[src/psr_pkg.sv]
// shared types and constants for the polyline step resampler
`default_nettype none
package psr_pkg;
	localparam int MAX_STEPS = 63;
	localparam int CW = 32;
	localparam int AW = 48;
	localparam logic [30:0] STEP_RESET = 31'd65536;
	localparam logic [AW-1:0] ARC_MAX = {AW{1'b1}};

	typedef struct packed {
		logic load;      // capture waypoint and diffs
		logic start_sq;  // square and sum
		logic start_div;
		logic init_emit; // set up sample counter
		logic next_pt;   // compute the next sample
		logic commit;    // update prev and length sum
		logic restart;   // store as path start
	} cmd_t;

	typedef struct packed {
		logic sqrt_done;
		logic div_done;
		logic pt_done;
		logic zero_n;
		logic last_j;
	} sts_t;
endpackage
`default_nettype wire

[src/psr_ctrl.sv]
// controller state machine of the polyline step resampler
`default_nettype none
module psr_ctrl (
	input  wire logic clk,
	input  wire logic arst_n,
	input  wire logic in_fire,
	input  wire logic restart,
	input  wire logic out_free,
	input  wire logic fin,
	input  wire psr_pkg::sts_t sts,
	output psr_pkg::cmd_t cmd,
	output logic busy,
	output logic out_set,
	output logic out_end
);
	import psr_pkg::*;
	localparam logic [2:0] S_IDLE = 3'd0, S_SQ = 3'd1, S_SQRT = 3'd2, S_DIV = 3'd3,
		S_PT = 3'd4, S_OUT = 3'd5, S_END = 3'd6;
	logic [2:0] state_q, state_d;

	always_comb begin
		cmd = '0;
		state_d = state_q;
		out_set = 1'b0;
		out_end = 1'b0;
		unique case (state_q)
			S_IDLE: if (in_fire) begin
				if (restart) cmd.restart = 1'b1;
				else begin
					cmd.load = 1'b1;
					state_d = S_SQ;
				end
			end
			S_SQ: begin
				cmd.start_sq = 1'b1;
				state_d = S_SQRT;
			end
			S_SQRT: if (sts.sqrt_done) begin
				cmd.start_div = 1'b1;
				state_d = S_DIV;
			end
			S_DIV: if (sts.div_done) begin
				cmd.init_emit = 1'b1;
				state_d = S_PT;
			end
			S_PT: begin
				if (sts.zero_n) state_d = S_END;
				else if (sts.pt_done) state_d = S_OUT;
				else cmd.next_pt = 1'b1;
			end
			S_OUT: if (out_free) begin
				out_set = 1'b1;
				if (sts.last_j) state_d = S_END;
				else begin
					cmd.next_pt = 1'b1;
					state_d = S_PT;
				end
			end
			S_END: if (!fin) begin
				cmd.commit = 1'b1;
				state_d = S_IDLE;
			end else if (out_free) begin
				out_end = 1'b1;
				cmd.commit = 1'b1;
				state_d = S_IDLE;
			end
			default: state_d = S_IDLE;
		endcase
	end

	assign busy = (state_q != S_IDLE);

	always_ff @(posedge clk or negedge arst_n) begin
		if (!arst_n) state_q <= S_IDLE;
		else state_q <= state_d;
	end
endmodule
`default_nettype wire

[config.mk]
export PLATFORM = sky130hd
export DESIGN_NAME = psr_ctrl
export DESIGN_NICKNAME = d
export VERILOG_FILES = /design/src/psr_pkg.sv /design/src/psr_ctrl.sv
export SDC_FILE = /design/constraint.sdc
export NUM_CORES = 1
export LEC_CHECK = 0
export BUFFER_PORTS_ARGS = -buffer_cell sky130_fd_sc_hd__buf_2
export CORE_AREA = 2 2 39 41
export DETAILED_ROUTE_END_ITERATION = 12
export DIE_AREA = 0 0 41 43
export PLACE_DENSITY = 0.57
export SKIP_CTS_REPAIR_TIMING = 1
export SLEW_MARGIN = 40
export SYNTH_ARGS = -nofsm -noshare
export SYNTH_HDL_FRONTEND = slang
export SYNTH_SLANG_ARGS = --single-unit
[constraint.sdc]
create_clock -name clk -period 2.4 [get_ports clk]
set_clock_uncertainty 0.05 [all_clocks]
set_input_delay 0.36 -clock clk [delete_from_list [all_inputs] [get_ports clk]]
set_output_delay 0.36 -clock clk [all_outputs]
set_load 0.1 [all_outputs]
### Word level (Yosys, flattened, before mapping)

Index checks and enable logic that the tools add are counted.

* output and inout bits: 10
* flip-flop bits (word level): 3

* equality and inequality tests: 13
* mux-type cells: 33
* reduce and logical (&&, ||, !) cells: 3

Operator list (number)
* $mux W3: 9
* $mux W1: 21
* $pmux W3 S7: 1
* $ne A2 B2 Y1 const B: 5
* $eq A3 B3 Y1 const B: 3
* $reduce_and A7 Y1: 1
* $eq A3 B2 Y1 const B: 2
* $ne A3 B3 Y1 const B: 2
* $eq A3 B1 Y1 const B: 1
* $logic_not A3 Y1: 1
* $reduce_bool A3 Y1: 1
* $mux W2: 1
* $pmux W1 S2: 1

### Longest topological paths before layout

Gate-level depths: netlist (run 1).

* depth in word-level cells: 3
* depth in mapped cells: 5
* gate-level depth less buffers: 4

### Least setup slack after synthesis (run 1)

Ideal clock, no wire load.

* kind: flip-flop to output port
* start: register state_q[1]
* end: output cmd[3] (netlist name)
* buffers on the path: 1
* data required time: 1.990 ns
* data arrival time: 2.785 ns
* cell stages (with the launch flop): 4
* path slack: -0.795 ns
* path through: dfrtp_1 > buf_4 > nand2_1 > nor3b_1

RTL lines
* from (decl): RTL line psr_ctrl.sv:19 `logic [2:0] state_q, state_d;`
* from (signal assigned): RTL line psr_ctrl.sv:75 `else state_q <= state_d;`
* to (decl): RTL line psr_ctrl.sv:11 `output psr_pkg::cmd_t cmd,`

==> impl_results.md, run 1 <==
- Worst hold slack: 0.395 ns
- Clock-pin slew of the registers on the worst-case setup and hold paths: 0.04 ns
- Max Freq: 0.471 GHz
- Fraction of the yosys area taken by sequential cells: 22.3%
- Average vias per placed instance: 4.40
- Transition time at the pin with the least slew margin: 0.489 ns
- Most flops, register: state_q
- Clock sink count: 3
- Worst reg2reg startpoint: state_q[0]$_DFFE_PN0P_
- Tcrit/Tclk final: 88.4%
- Die Footprint: 0.00176 mm²
- Detailed Route Iter0 Violations: 6
- Clock buffer count from CTS: 3
- Synth unique cells: 21
- Number of flip-flops and latches in the synthesized netlist: 3
- Port-buffer cells: 20
- Max cap viols: 0
- Initial antenna violation count: 0
- Root cell of the clock tree: sky130_fd_sc_hd__clkbuf_4
- Synthesis warning total: 0
- Max-slew violation count: 0
- Wire length reported by the detailed router: 803 µm
- Cell count after placement: 82
- Critical path launch point type: flip-flop
- Tot GR Track Use: 12.1%
- Estimated wirelength of the detail-placed design: 643 µm
- Synthesized netlist net count: 60
- Multi-input gate area: 243 µm²
- Gate count after technology mapping: 49
- Registers with the highest flip-flop counts: state_q (3)
- Max Fanout on Critical Path: 11
- NumNets Final: 83
- Number of H-tree branching levels: 1
- Cell type contributing the most total cell area after synthesis: sky130_fd_sc_hd__dfrtp_1
- Remaining antenna violation count: 0
- Fill cells: 159
- Data required, critical path: 1.99 ns
- TritonCTS clock tree: done
- Overall overflow remaining after global route: 0
- Combined area of all synthesized cells: 337 µm²
- Via count of the first global-routing pass: 358
- Ports: 21
- Data arrival, critical path: 1.71 ns
- Clock latency on the worst-skew pair: 0.23 ns
- Final GP Congestion: 0.681
- Accumulated negative setup slack: 0 ns
- Area of all sequential standard cells: 75.1 µm²
- Number of flip-flops in the largest register: 3
- Worst setup path category: reg2out
- Fraction of layout instances using a drive strength above 1: 40.8%
- Run status: finished, final reports clean
- Type of element capturing the critical path: primary output
- Setup repair after global routing missed its margin: false
- Number of optimization iterations in the first detailed-route pass: 4
- Clock period minus final worst setup slack: 2.12 ns
- Maximum number of pins on one net before global-route repair: 15
- Standard-cell rows: 14
- Cells taking the most area after synthesis: sky130_fd_sc_hd__dfrtp_1 22%, sky130_fd_sc_hd__nor2_1 12%, sky130_fd_sc_hd__nand2_1 10%, sky130_fd_sc_hd__o21ai_0 5.9%, sky130_fd_sc_hd__a2bb2oi_2 4.5%
- Count of inserted antenna diode cells: 0
- Average size of a mapped cell: 6.87 µm²
- Via count of the routed design: 383
- Number of remaining DRC errors: 0
- Area added between synthesis and finish: 44.2%
- Fraction of post-synthesis cell area in the top cell type by area: 22.3%
- Max transition margin: 67.6%
- Clk buf depth: 2
- Die outline width: 41 µm
- Final instance count without filler cells: 87
- Routed length per instance: 9.23 µm
- Final count of negative-setup-slack endpoints: 0
- Worst-case setup margin in the final layout: 0.278 ns
- Tightest Hold Check Type: in2async
- Starting density of the core: 24.3%
- Core Footprint: 0.00138 mm²
- Die Y-Extent: 43 µm
- Hold Fails Final Rpt: 0
- Wire length of the first global-routing pass: 1.37 mm
- Startpoint of the most critical setup path: state_q[2]$_DFFE_PN0P_
- Worst-case setup slack after placement: 0.539 ns
## kinds of logic (layout without fill, tap and decap cells)
| logic type | count (synthesis) | in the layout | synth area share, % |
|---|---|---|---|
| flops | 3 | 3 | 22.3 |
| simple gates | 28 | 28 | 37.9 |
| compound gates | 9 | 9 | 20.4 |
| mux | 2 | 2 | 7.43 |
| buf+inv | 6 | 28 | 9.29 |
| xor+xnor | 1 | 1 | 2.60 |
## stage by stage
| step | cell area [µm²] | utilization, % |
|---|---|---|
| floorplan | 349 | - |
| global placement | 449 | 32.5 |
| detailed placement | 449 | 32.5 |
| CTS | 475 | 34.4 |
| global route | 485 | 35.1 |
| finish | 485 | 35.1 |
## area by class of cell
class / count / area share (%)
clock buffer: 4 / 5.41
inverter: 3 / 2.32
multi-input combinational: 40 / 50.0
sequential: 3 / 15.5
tap: 16 / 4.12
timing repair buffer: 21 / 22.7
## routing by layer
metal | track usage (%) | routed length [µm] | vias up
met3 | 3.14 | 26 | 0
met4 | 12.0 | 0 | 0
met5 | 0 | 0 | -
met2 | 15.6 | 412 | 8
li1 | - | - | 206
met1 | 15.1 | 365 | 169
## final timing paths
check | slack (ns) | to | depth (start not counted)
setup / recovery | 0.28 | cmd[0] | 3
hold / removal | 0.39 | state_q[2]$_DFFE_PN0P_ | 2
setup reg to reg | 0.84 | state_q[0]$_DFFE_PN0P_ | 4
hold reg to reg | 0.69 | state_q[2]$_DFFE_PN0P_ | 2
max in group asynchronous | 1.80 | state_q[0]$_DFFE_PN0P_ | 2
min in group clk | 0.48 | state_q[0]$_DFFE_PN0P_ | 4
## worst max-delay path, cell delays in order, from the launching register on
cell,delay (ns)
sky130_fd_sc_hd__dfrtp_1,0.50
sky130_fd_sc_hd__nor3_1,0.36
sky130_fd_sc_hd__and3_1,0.19
sky130_fd_sc_hd__buf_2,0.42
## layout by cell type, fill, tap and decap left out
cell	netlist	layout
sky130_fd_sc_hd__o22ai_2	1	1
sky130_fd_sc_hd__and3_1	1	1
sky130_fd_sc_hd__clkbuf_1	0	1
sky130_fd_sc_hd__nor3_1	2	2
sky130_fd_sc_hd__dlygate4sd3_1	0	1
sky130_fd_sc_hd__a221oi_1	1	1
sky130_fd_sc_hd__nor2b_1	1	1
sky130_fd_sc_hd__and3b_1	1	1
sky130_fd_sc_hd__nor2_2	0	1
sky130_fd_sc_hd__a21o_1	1	1
sky130_fd_sc_hd__nor2_1	11	10
sky130_fd_sc_hd__dfrtp_1	3	3
sky130_fd_sc_hd__xnor2_1	1	1
sky130_fd_sc_hd__mux2_4	1	1
sky130_fd_sc_hd__nor3b_2	0	2
sky130_fd_sc_hd__buf_2	1	20
sky130_fd_sc_hd__nand2b_1	1	1
sky130_fd_sc_hd__nand2_1	9	9
sky130_fd_sc_hd__inv_1	3	3
sky130_fd_sc_hd__a21oi_1	1	1
sky130_fd_sc_hd__mux2i_1	1	1
sky130_fd_sc_hd__a2bb2oi_2	1	1
sky130_fd_sc_hd__o21ai_0	4	4
sky130_fd_sc_hd__clkbuf_4	0	3
## Yosys cell counts
cell / number
sky130_fd_sc_hd__a221oi_1: 1
sky130_fd_sc_hd__o22ai_2: 1
sky130_fd_sc_hd__mux2_4: 1
sky130_fd_sc_hd__a21oi_1: 1
sky130_fd_sc_hd__nor2_1: 11
sky130_fd_sc_hd__nand2_1: 9
sky130_fd_sc_hd__and3b_1: 1
sky130_fd_sc_hd__xnor2_1: 1
sky130_fd_sc_hd__nor3_1: 2
sky130_fd_sc_hd__a2bb2oi_2: 1
sky130_fd_sc_hd__inv_1: 3
sky130_fd_sc_hd__nor2b_1: 1
sky130_fd_sc_hd__dfrtp_1: 3
sky130_fd_sc_hd__mux2i_1: 1
sky130_fd_sc_hd__and3_1: 1
sky130_fd_sc_hd__nor3b_1: 2
sky130_fd_sc_hd__o21ai_0: 4
sky130_fd_sc_hd__a21o_1: 1
sky130_fd_sc_hd__buf_4: 2
sky130_fd_sc_hd__buf_2: 1
sky130_fd_sc_hd__nand2b_1: 1
Power of run 1 is left out: the tool's default activity adds up to more than one toggle a clock period on the data nets, which glitch-free logic cannot reach.
==> inputs of run 2 (changes only) <==
--- a/config.mk
+++ b/config.mk
@@ -5,7 +5,7 @@
 export SDC_FILE = /design/constraint.sdc
 export NUM_CORES = 1
 export LEC_CHECK = 0
-export BUFFER_PORTS_ARGS = -buffer_cell sky130_fd_sc_hd__buf_2
+export BUFFER_PORTS_ARGS = -buffer_cell sky130_fd_sc_hd__buf_4
 export CORE_AREA = 2 2 39 41
 export DETAILED_ROUTE_END_ITERATION = 12
 export DIE_AREA = 0 0 41 43
==> run 2 against run 1 <==
  * Fmax increased by 6.4%
  * Via count increased by 3.7%
  * Global-route usage increased by 0.51 points
  * Routed wire length increased by 8.3%
  * Count of clock-buffer cells in the layout unchanged
  * Register-to-register slack got worse by 0.02 ns
  * First-iteration DRC count increased by 67%
  * Sequential cell count unchanged
  * Core utilization increased by 3.6 points
  * Hold slack improved by 0.0099 ns
  * Critical path depth increased by 2
  * Sequential share of layout area decreased by 1.4 points
  * Highest routed layer unchanged
==> impl_results.md, run 2 (synthesis gave the netlist of run 1 again) <==
- Setup repair after global routing missed its margin: false
- Clock sink count: 3 (unchanged)
- Standard-cell rows: 14 (unchanged)
- Max transition margin: 73.5% (+5.9 points)
- Type of element capturing the critical path: primary output
- Number of flip-flops in the largest register: 3 (unchanged)
- Die Y-Extent: 43 µm (unchanged)
- Ordered list of cells on the worst path: inv_1 > nor2_1 > nand2_1 > nor2_1 > buf_4
- Estimated wirelength of the detail-placed design: 669 µm (+4.1%)
- Final GP Congestion: 0.717 (+5.3%)
- Maximum number of pins on one net before global-route repair: 15 (unchanged)
- Count of inserted antenna diode cells: 0 (unchanged)
- Wire length reported by the detailed router: 870 µm (+8.3%)
- Port-buffer cells: 20 (unchanged)
- Maximum single-stage delay on the critical path: 0.50 ns (about the same)
- Most frequent cells in the layout: 20 x sky130_fd_sc_hd__buf_4, 10 x sky130_fd_sc_hd__nor2_1, 9 x sky130_fd_sc_hd__nand2_1, 4 x sky130_fd_sc_hd__o21ai_0
- Total design power: 0.000859 W
- Most flops, register: state_q
- Core Footprint: 0.00138 mm² (unchanged)
- Remaining antenna violation count: 0 (unchanged)
- Standard cell area after detailed placement: 499 µm² (+11%)
- Run status: finished, final reports clean
- Critical path launch point type: flip-flop
- Ports: 21 (unchanged)
- TritonCTS clock tree: done
- Routed length per instance: 10.0 µm (+8.3%)
- Tightest Hold Check Type: in2async
- Accumulated negative setup slack: 0 ns (unchanged)
- Final core utilization: 38.7% (+3.6 points)
- Data arrival, critical path: 1.59 ns (-0.12 ns)
- Clock buffer count from CTS: 3 (unchanged)
- Tcrit/Tclk final: 83.1% (-5.3 points)
- Clock-pin slew of the registers on the worst-case setup and hold paths: 0.04 ns (about the same)
- Number of remaining DRC errors: 0 (unchanged)
- Max cap viols: 0 (unchanged)
- Overall overflow remaining after global route: 0 (unchanged)
- Hold Fails Final Rpt: 0 (unchanged)
- Number of optimization iterations in the first detailed-route pass: 4 (unchanged)
- Max-slew violation count: 0 (unchanged)
- Power density over cell area: 1600 mW/mm²
- Fraction of layout instances using a drive strength above 1: 40.8% (unchanged)
- Registers with the highest flip-flop counts: state_q (3)
- Initial antenna violation count: 0 (unchanged)
- Fill cells: 157 (-1.3%)
- Die outline width: 41 µm (unchanged)
- Detailed Route Iter0 Violations: 10 (+4)
- Final count of negative-setup-slack endpoints: 0 (unchanged)
- Average vias per placed instance: 4.56 (+3.7%)
- Most frequent standard cell in the layout excluding fill and tap cells: sky130_fd_sc_hd__buf_4
- Starting density of the core: 24.3% (unchanged)
- Worst IR Drop VDD: 0.643 mV
- Max Freq: 0.501 GHz (+6.4%)
- Max Fanout on Critical Path: 8 (-3)
- Crit-path most repeated cell: sky130_fd_sc_hd__nor2_1
- Data required, critical path: 1.99 ns (about the same)
- Clk buf depth: 2 (unchanged)
- Via count of the routed design: 397 (+3.7%)
- Root cell of the clock tree: sky130_fd_sc_hd__clkbuf_4
- Clock period minus final worst setup slack: 2.00 ns (-0.127 ns)
- Worst setup path category: reg2out
- Wire length of the first global-routing pass: 1.55 mm (+13%)
- Clock latency on the worst-skew pair: 0.23 ns (about the same)
- Slowest cell on the critical path: sky130_fd_sc_hd__dfrtp_1
- Tot GR Track Use: 12.7% (+0.51 points)
- NumNets Final: 83 (unchanged)
- Via count of the first global-routing pass: 399 (+11%)
- Multi-input gate area: 243 µm² (unchanged)
- Number of H-tree branching levels: 1 (unchanged)
- Area of all sequential standard cells: 75.1 µm² (unchanged)
- Area added between synthesis and finish: 59.1%
- Transition time at the pin with the least slew margin: 0.397 ns (-0.0918 ns)
- Final std cell area, no fill: 536 µm² (+10%)
- Die Footprint: 0.00176 mm² (unchanged)
- Leakage power figure: 0.267 nW
run 2: path summary, 6_finish.rpt:
path	startpoint	end	slack (ns)	cells after the start
max in group asynchronous	arst_n	state_q[1]$_DFFE_PN0P_	1.80	2
setup reg to reg	state_q[0]$_DFFE_PN0P_	state_q[0]$_DFFE_PN0P_	0.82	4
min in group clk	sts[4]	state_q[0]$_DFFE_PN0P_	0.48	4
hold reg to reg	state_q[1]$_DFFE_PN0P_	state_q[2]$_DFFE_PN0P_	0.71	2
setup / recovery	state_q[1]$_DFFE_PN0P_	out_end	0.40	5
hold / removal	arst_n	state_q[0]$_DFFE_PN0P_	0.40	2
run 2: per-layer routing:
metal,up-vias,wire length (µm),global-route usage [%]
li1,207,-,-
met1,182,364,16.5
met2,8,470,18.8
met3,0,35,1.57
met4,0,0,8.00
met5,-,0,0
run 2: layout make-up:
cell class	count	share of cell area (%)
timing repair buffer	21	29.9
tap	16	3.74
inverter	3	2.10
multi-input combinational	40	45.3
clock buffer	4	4.91
sequential	3	14.0
run 2: power by group:
group	total (W)	switching, W	internal, W
Clock	0.0000870	0.0000248	0.0000622
Sequential	0.000153	0.0000762	0.0000768
Combinational	0.000619	0.000428	0.000190
Total	0.000859	0.000530	0.000329
run 2: through the flow:
step / instances / setup WS, ns / hold WS (ns)
6_report: 87 / 0.405 / 0.405
5_1_grt: 87 / 0.240 / 0.410
4_1_cts: 86 / 0.386 / -0.147
3_5_place_dp: 82 / 0.636 / 0.101
3_3_place_gp: 82 / 0.649 / 0.101
2_1_floorplan: 49 / -0.0529 / 0.0144
run 2: worst max-delay path: cells and delay by family, from the launching register on:
family	cells	cell delay, ns
buffers and inverters	2	0.44
DFF	1	0.50
and+or+nand+nor	3	0.42
Note: power is estimated with default switching activity, not from simulation.
==> inputs of run 3 (changes only) <==
--- a/config.mk
+++ b/config.mk
@@ -5,11 +5,12 @@
 export SDC_FILE = /design/constraint.sdc
 export NUM_CORES = 1
 export LEC_CHECK = 0
+export ABC_AREA = 1
 export BUFFER_PORTS_ARGS = -buffer_cell sky130_fd_sc_hd__buf_4
 export CORE_AREA = 2 2 39 41
 export DETAILED_ROUTE_END_ITERATION = 12
 export DIE_AREA = 0 0 41 43
-export PLACE_DENSITY = 0.57
+export PLACE_DENSITY = 0.6
 export SKIP_CTS_REPAIR_TIMING = 1
 export SLEW_MARGIN = 40
 export SYNTH_ARGS = -nofsm -noshare
==> constraint.sdc (replaced) <==
create_clock -name clk -period 2 [get_ports clk]
set_clock_uncertainty 0.05 [all_clocks]
set_input_delay 0.3 -clock clk [delete_from_list [all_inputs] [get_ports clk]]
set_output_delay 0.3 -clock clk [all_outputs]
set_load 0.1 [all_outputs]
==> run 3 against run 2 <==
  * Via count rose by 18%
  * Sequential share of layout area fell by 1.4 points
  * Power rose by 18%
  * Sequential cell count did not move
  * Final area rose by 11%
  * Largest cell class unchanged
  * Clock power rose by 20%
  * Hold slack got worse by 0.068 ns
  * Synthesized cell count rose by 41%
  * Critical endpoint is now cmd[2]
  * First-iteration DRC count fell by 50%
  * Count of clock-buffer cells in the layout did not move
  * Combinational power rose by 22%
==> impl_results.md, run 3 <==
- Run status: finished, final reports clean
- Data required, critical path: 1.65 ns (-0.34 ns)
- Clock period minus final worst setup slack: 1.83 ns
- Global-route track usage on met2: 17.2% (-1.6 points)
- Maximum number of pins on one net before global-route repair: 11 (-4)
- Via count of the first global-routing pass: 401 (+0.50%)
- Clock-pin slew of the registers on the worst-case setup and hold paths: 0.04 ns (about the same)
- Combined area of all synthesized cells: 372 µm² (+10%)
- Clock sink count: 3 (unchanged)
- Final std cell area, no fill: 596 µm² (+11%)
- Most common library cells after synthesis: 23 x sky130_fd_sc_hd__nand2_1, 12 x sky130_fd_sc_hd__inv_1, 10 x sky130_fd_sc_hd__nor2_1
- Ports: 21 (unchanged)
- Multi-input gate area: 265 µm² (+9.3%)
- Average vias per placed instance: 4.33 (-5.0%)
- Max-slew violation count: 0 (unchanged)
- Area added between synthesis and finish: 60.3%
- Standard-cell rows: 14 (unchanged)
- Root cell of the clock tree: sky130_fd_sc_hd__clkbuf_4
- Met1 track demand over resource: 15.9% (-0.54 points)
- Registers with the highest flip-flop counts: state_q (3)
- Final count of negative-setup-slack endpoints: 0 (unchanged)
- Transition time at the pin with the least slew margin: 0.288 ns (-0.109 ns)
- Worst hold slack: 0.337 ns (-0.0681 ns)
- Number of optimization iterations in the first detailed-route pass: 4 (unchanged)
- Setup repair after global routing missed its margin: false
- Clk buf depth: 2 (unchanged)
- Wire length reported by the detailed router: 903 µm (+3.8%)
- Die outline width: 41 µm (unchanged)
- Clock latency on the worst-skew pair: 0.23 ns (about the same)
- Worst IR Drop VDD: 0.559 mV (-13%)
- Max transition margin: 80.8% (+7.2 points)
- Number of remaining DRC errors: 0 (unchanged)
- Cells taking the most area after synthesis: sky130_fd_sc_hd__nand2_1 23%, sky130_fd_sc_hd__dfrtp_1 20%, sky130_fd_sc_hd__inv_1 12%, sky130_fd_sc_hd__nand3_1 11%, sky130_fd_sc_hd__nor2_1 10%
- Number of flip-flops and latches in the synthesized netlist: 3 (unchanged)
- Routed length per instance: 8.36 µm (-16%)
- Worst-case setup slack after placement: 0.384 ns (-0.252 ns)
- Most frequent cells in the layout: 23 x sky130_fd_sc_hd__nand2_1, 19 x sky130_fd_sc_hd__buf_4, 12 x sky130_fd_sc_hd__inv_1, 8 x sky130_fd_sc_hd__nand3_1, 7 x sky130_fd_sc_hd__nor2_2
- Ordered list of cells on the worst path: inv_1 > nor2_1 > nand2_1 > o22ai_2 > buf_6
- Final GP Congestion: 0.847 (+18%)
- Starting density of the core: 26.9% (+2.5 points)
- Most congested layer reported by global routing: met2
- Core Footprint: 0.00138 mm² (unchanged)
- Leakage power figure: 0.340 nW (+27%)
- Detailed Route Iter0 Violations: 5 (-5)
- Fraction of post-synthesis cell area in the top cell type by area: 23.2% (+0.93 points)
- Wire length of the first global-routing pass: 1.46 mm (-5.8%)
- Reg-to-reg slack, setup: 0.67 ns (-0.15 ns)
- Most flops, register: state_q
- Initial antenna violation count: 0 (unchanged)
- Clock buffer count from CTS: 3 (unchanged)
- Maximum single-stage delay on the critical path: 0.48 ns (-0.02 ns)
- Port-buffer cells: 20 (unchanged)
- Number of flip-flops in the largest register: 3 (unchanged)
- Max Freq: 0.547 GHz
- Die Y-Extent: 43 µm (unchanged)
- Share of async-settable or async-resettable flops after synthesis: 100% (unchanged)
- Tightest Hold Check Type: in2reg
- Accumulated negative setup slack: 0 ns (unchanged)
- Max Fanout on Critical Path: 8 (unchanged)
- TritonCTS clock tree: done
- Via count of the routed design: 468 (+18%)
- Type of element capturing the critical path: primary output
- Fraction of the yosys area taken by sequential cells: 20.2% (-2.1 points)
- Power density over cell area: 1700 mW/mm² (+5.9%)
- Worst-case setup margin in the final layout: 0.172 ns (-0.233 ns)
- Gate count after technology mapping: 69 (+41%)
- Hold Fails Final Rpt: 0 (unchanged)
- Remaining antenna violation count: 0 (unchanged)
- Tcrit/Tclk final: 91.4%
- NumNets Final: 104 (+25%)
- Count of inserted antenna diode cells: 0 (unchanged)
- Synthesized netlist net count: 80 (+33%)
- Estimated wirelength of the detail-placed design: 742 µm (+11%)
- Most frequent standard cell in the layout excluding fill and tap cells: sky130_fd_sc_hd__nand2_1
- Average size of a mapped cell: 5.39 µm² (-22%)
- Cell type contributing the most total cell area after synthesis: sky130_fd_sc_hd__nand2_1
- Critical path launch point type: flip-flop
- Max cap viols: 0 (unchanged)
- Data arrival, critical path: 1.48 ns (-0.11 ns)
- Worst setup path category: reg2out
- Slowest cell on the critical path: sky130_fd_sc_hd__dfrtp_1
- Die Footprint: 0.00176 mm² (unchanged)
- Standard cell area after detailed placement: 556 µm² (+11%)
- Synthesis warning total: 0 (unchanged)
- Met3 Usage GRT: 4.71% (+3.1 points)
- Most used flip-flop cell after synthesis: sky130_fd_sc_hd__dfrtp_1
- Overall overflow remaining after global route: 0 (unchanged)
- Synth unique cells: 14 (-33%)
- Number of enable-type register cells in the synthesized netlist: 0 (unchanged)
- Tot GR Track Use: 11.4% (-1.3 points)
- Number of H-tree branching levels: 1 (unchanged)
- Leading cell type by number of instances after synthesis: sky130_fd_sc_hd__nand2_1
- Fraction of layout instances using a drive strength above 1: 40.2% (-0.63 points)
- Area of all sequential standard cells: 75.1 µm² (unchanged)
- Fill cells: 160 (+1.9%)
==> run 3: cell types whose count changed after synthesis, moves of 4 or more <==
cell | previous run | this run
sky130_fd_sc_hd__nand2_1 | 9 | 23
sky130_fd_sc_hd__inv_1 | 3 | 12
sky130_fd_sc_hd__nand3_1 | 0 | 8
sky130_fd_sc_hd__nor2_2 | 0 | 4
sky130_fd_sc_hd__o21ai_0 | 4 | 0
==> run 3: power by group <==
part           switching (W)  internal [W]
logic               0.000569      0.000186
clock network      0.0000291     0.0000746
registers          0.0000626     0.0000908
total               0.000660      0.000351
==> run 3: worst max-delay path: cells and delay by family (launching register included) <==
kind / cells / cell delay (ns)
flops: 1 / 0.48
buf+inv: 2 / 0.39
simple gates: 2 / 0.26
compound gates: 1 / 0.11
==> run 3: cell type report <==
type | instances | area share [%]
Clock buffer | 4 | 4.41
Inverter | 12 | 7.56
Sequential cell | 3 | 12.6
Tap cell | 16 | 3.36
Timing Repair Buffer | 21 | 27.5
Multi-Input combinational cell | 52 | 44.5
==> run 3: routing by layer <==
| metal | part of all wire, % | vias up |
|---|---|---|
| met2 | 45 | 21 |
| met4 | 0 | 0 |
| met1 | 45 | 187 |
| met5 | 0 | - |
| li1 | - | 260 |
| met3 | 10 | 0 |
==> run 3: path summary, 6_finish.rpt <==
check | endpoint | cells past startpoint | from
min reg2reg | state_q[1]$_DFFE_PN0P_ | 2 | state_q[1]$_DFFE_PN0P_
max reg2reg | state_q[1]$_DFFE_PN0P_ | 7 | state_q[0]$_DFFE_PN0P_
max in group asynchronous | state_q[1]$_DFFE_PN0P_ | 2 | arst_n
max | cmd[2] | 5 | state_q[0]$_DFFE_PN0P_
min | state_q[0]$_DFFE_PN0P_ | 4 | sts[1]
min in group asynchronous | state_q[0]$_DFFE_PN0P_ | 2 | arst_n
==> run 3: cells by family after synthesis <==
| family | after synthesis | synth area share, % |
|---|---|---|
| AOI/OAI and AO/OA | 3 | 5.05 |
| buffers and inverters | 14 | 17.2 |
| DFF | 3 | 20.2 |
| and+or+nand+nor | 49 | 57.6 |
==> run 3: metrics by stage <==
step | total power, W | instances | utilization, %
floorplan | 0.000792 | 69 | -
global placement | 0.000906 | 103 | 40.1
detailed placement | 0.000906 | 103 | 40.1
CTS | 0.00101 | 107 | 42.0
global route | 0.00109 | 108 | 43.0
finish | 0.00101 | 108 | 43.0
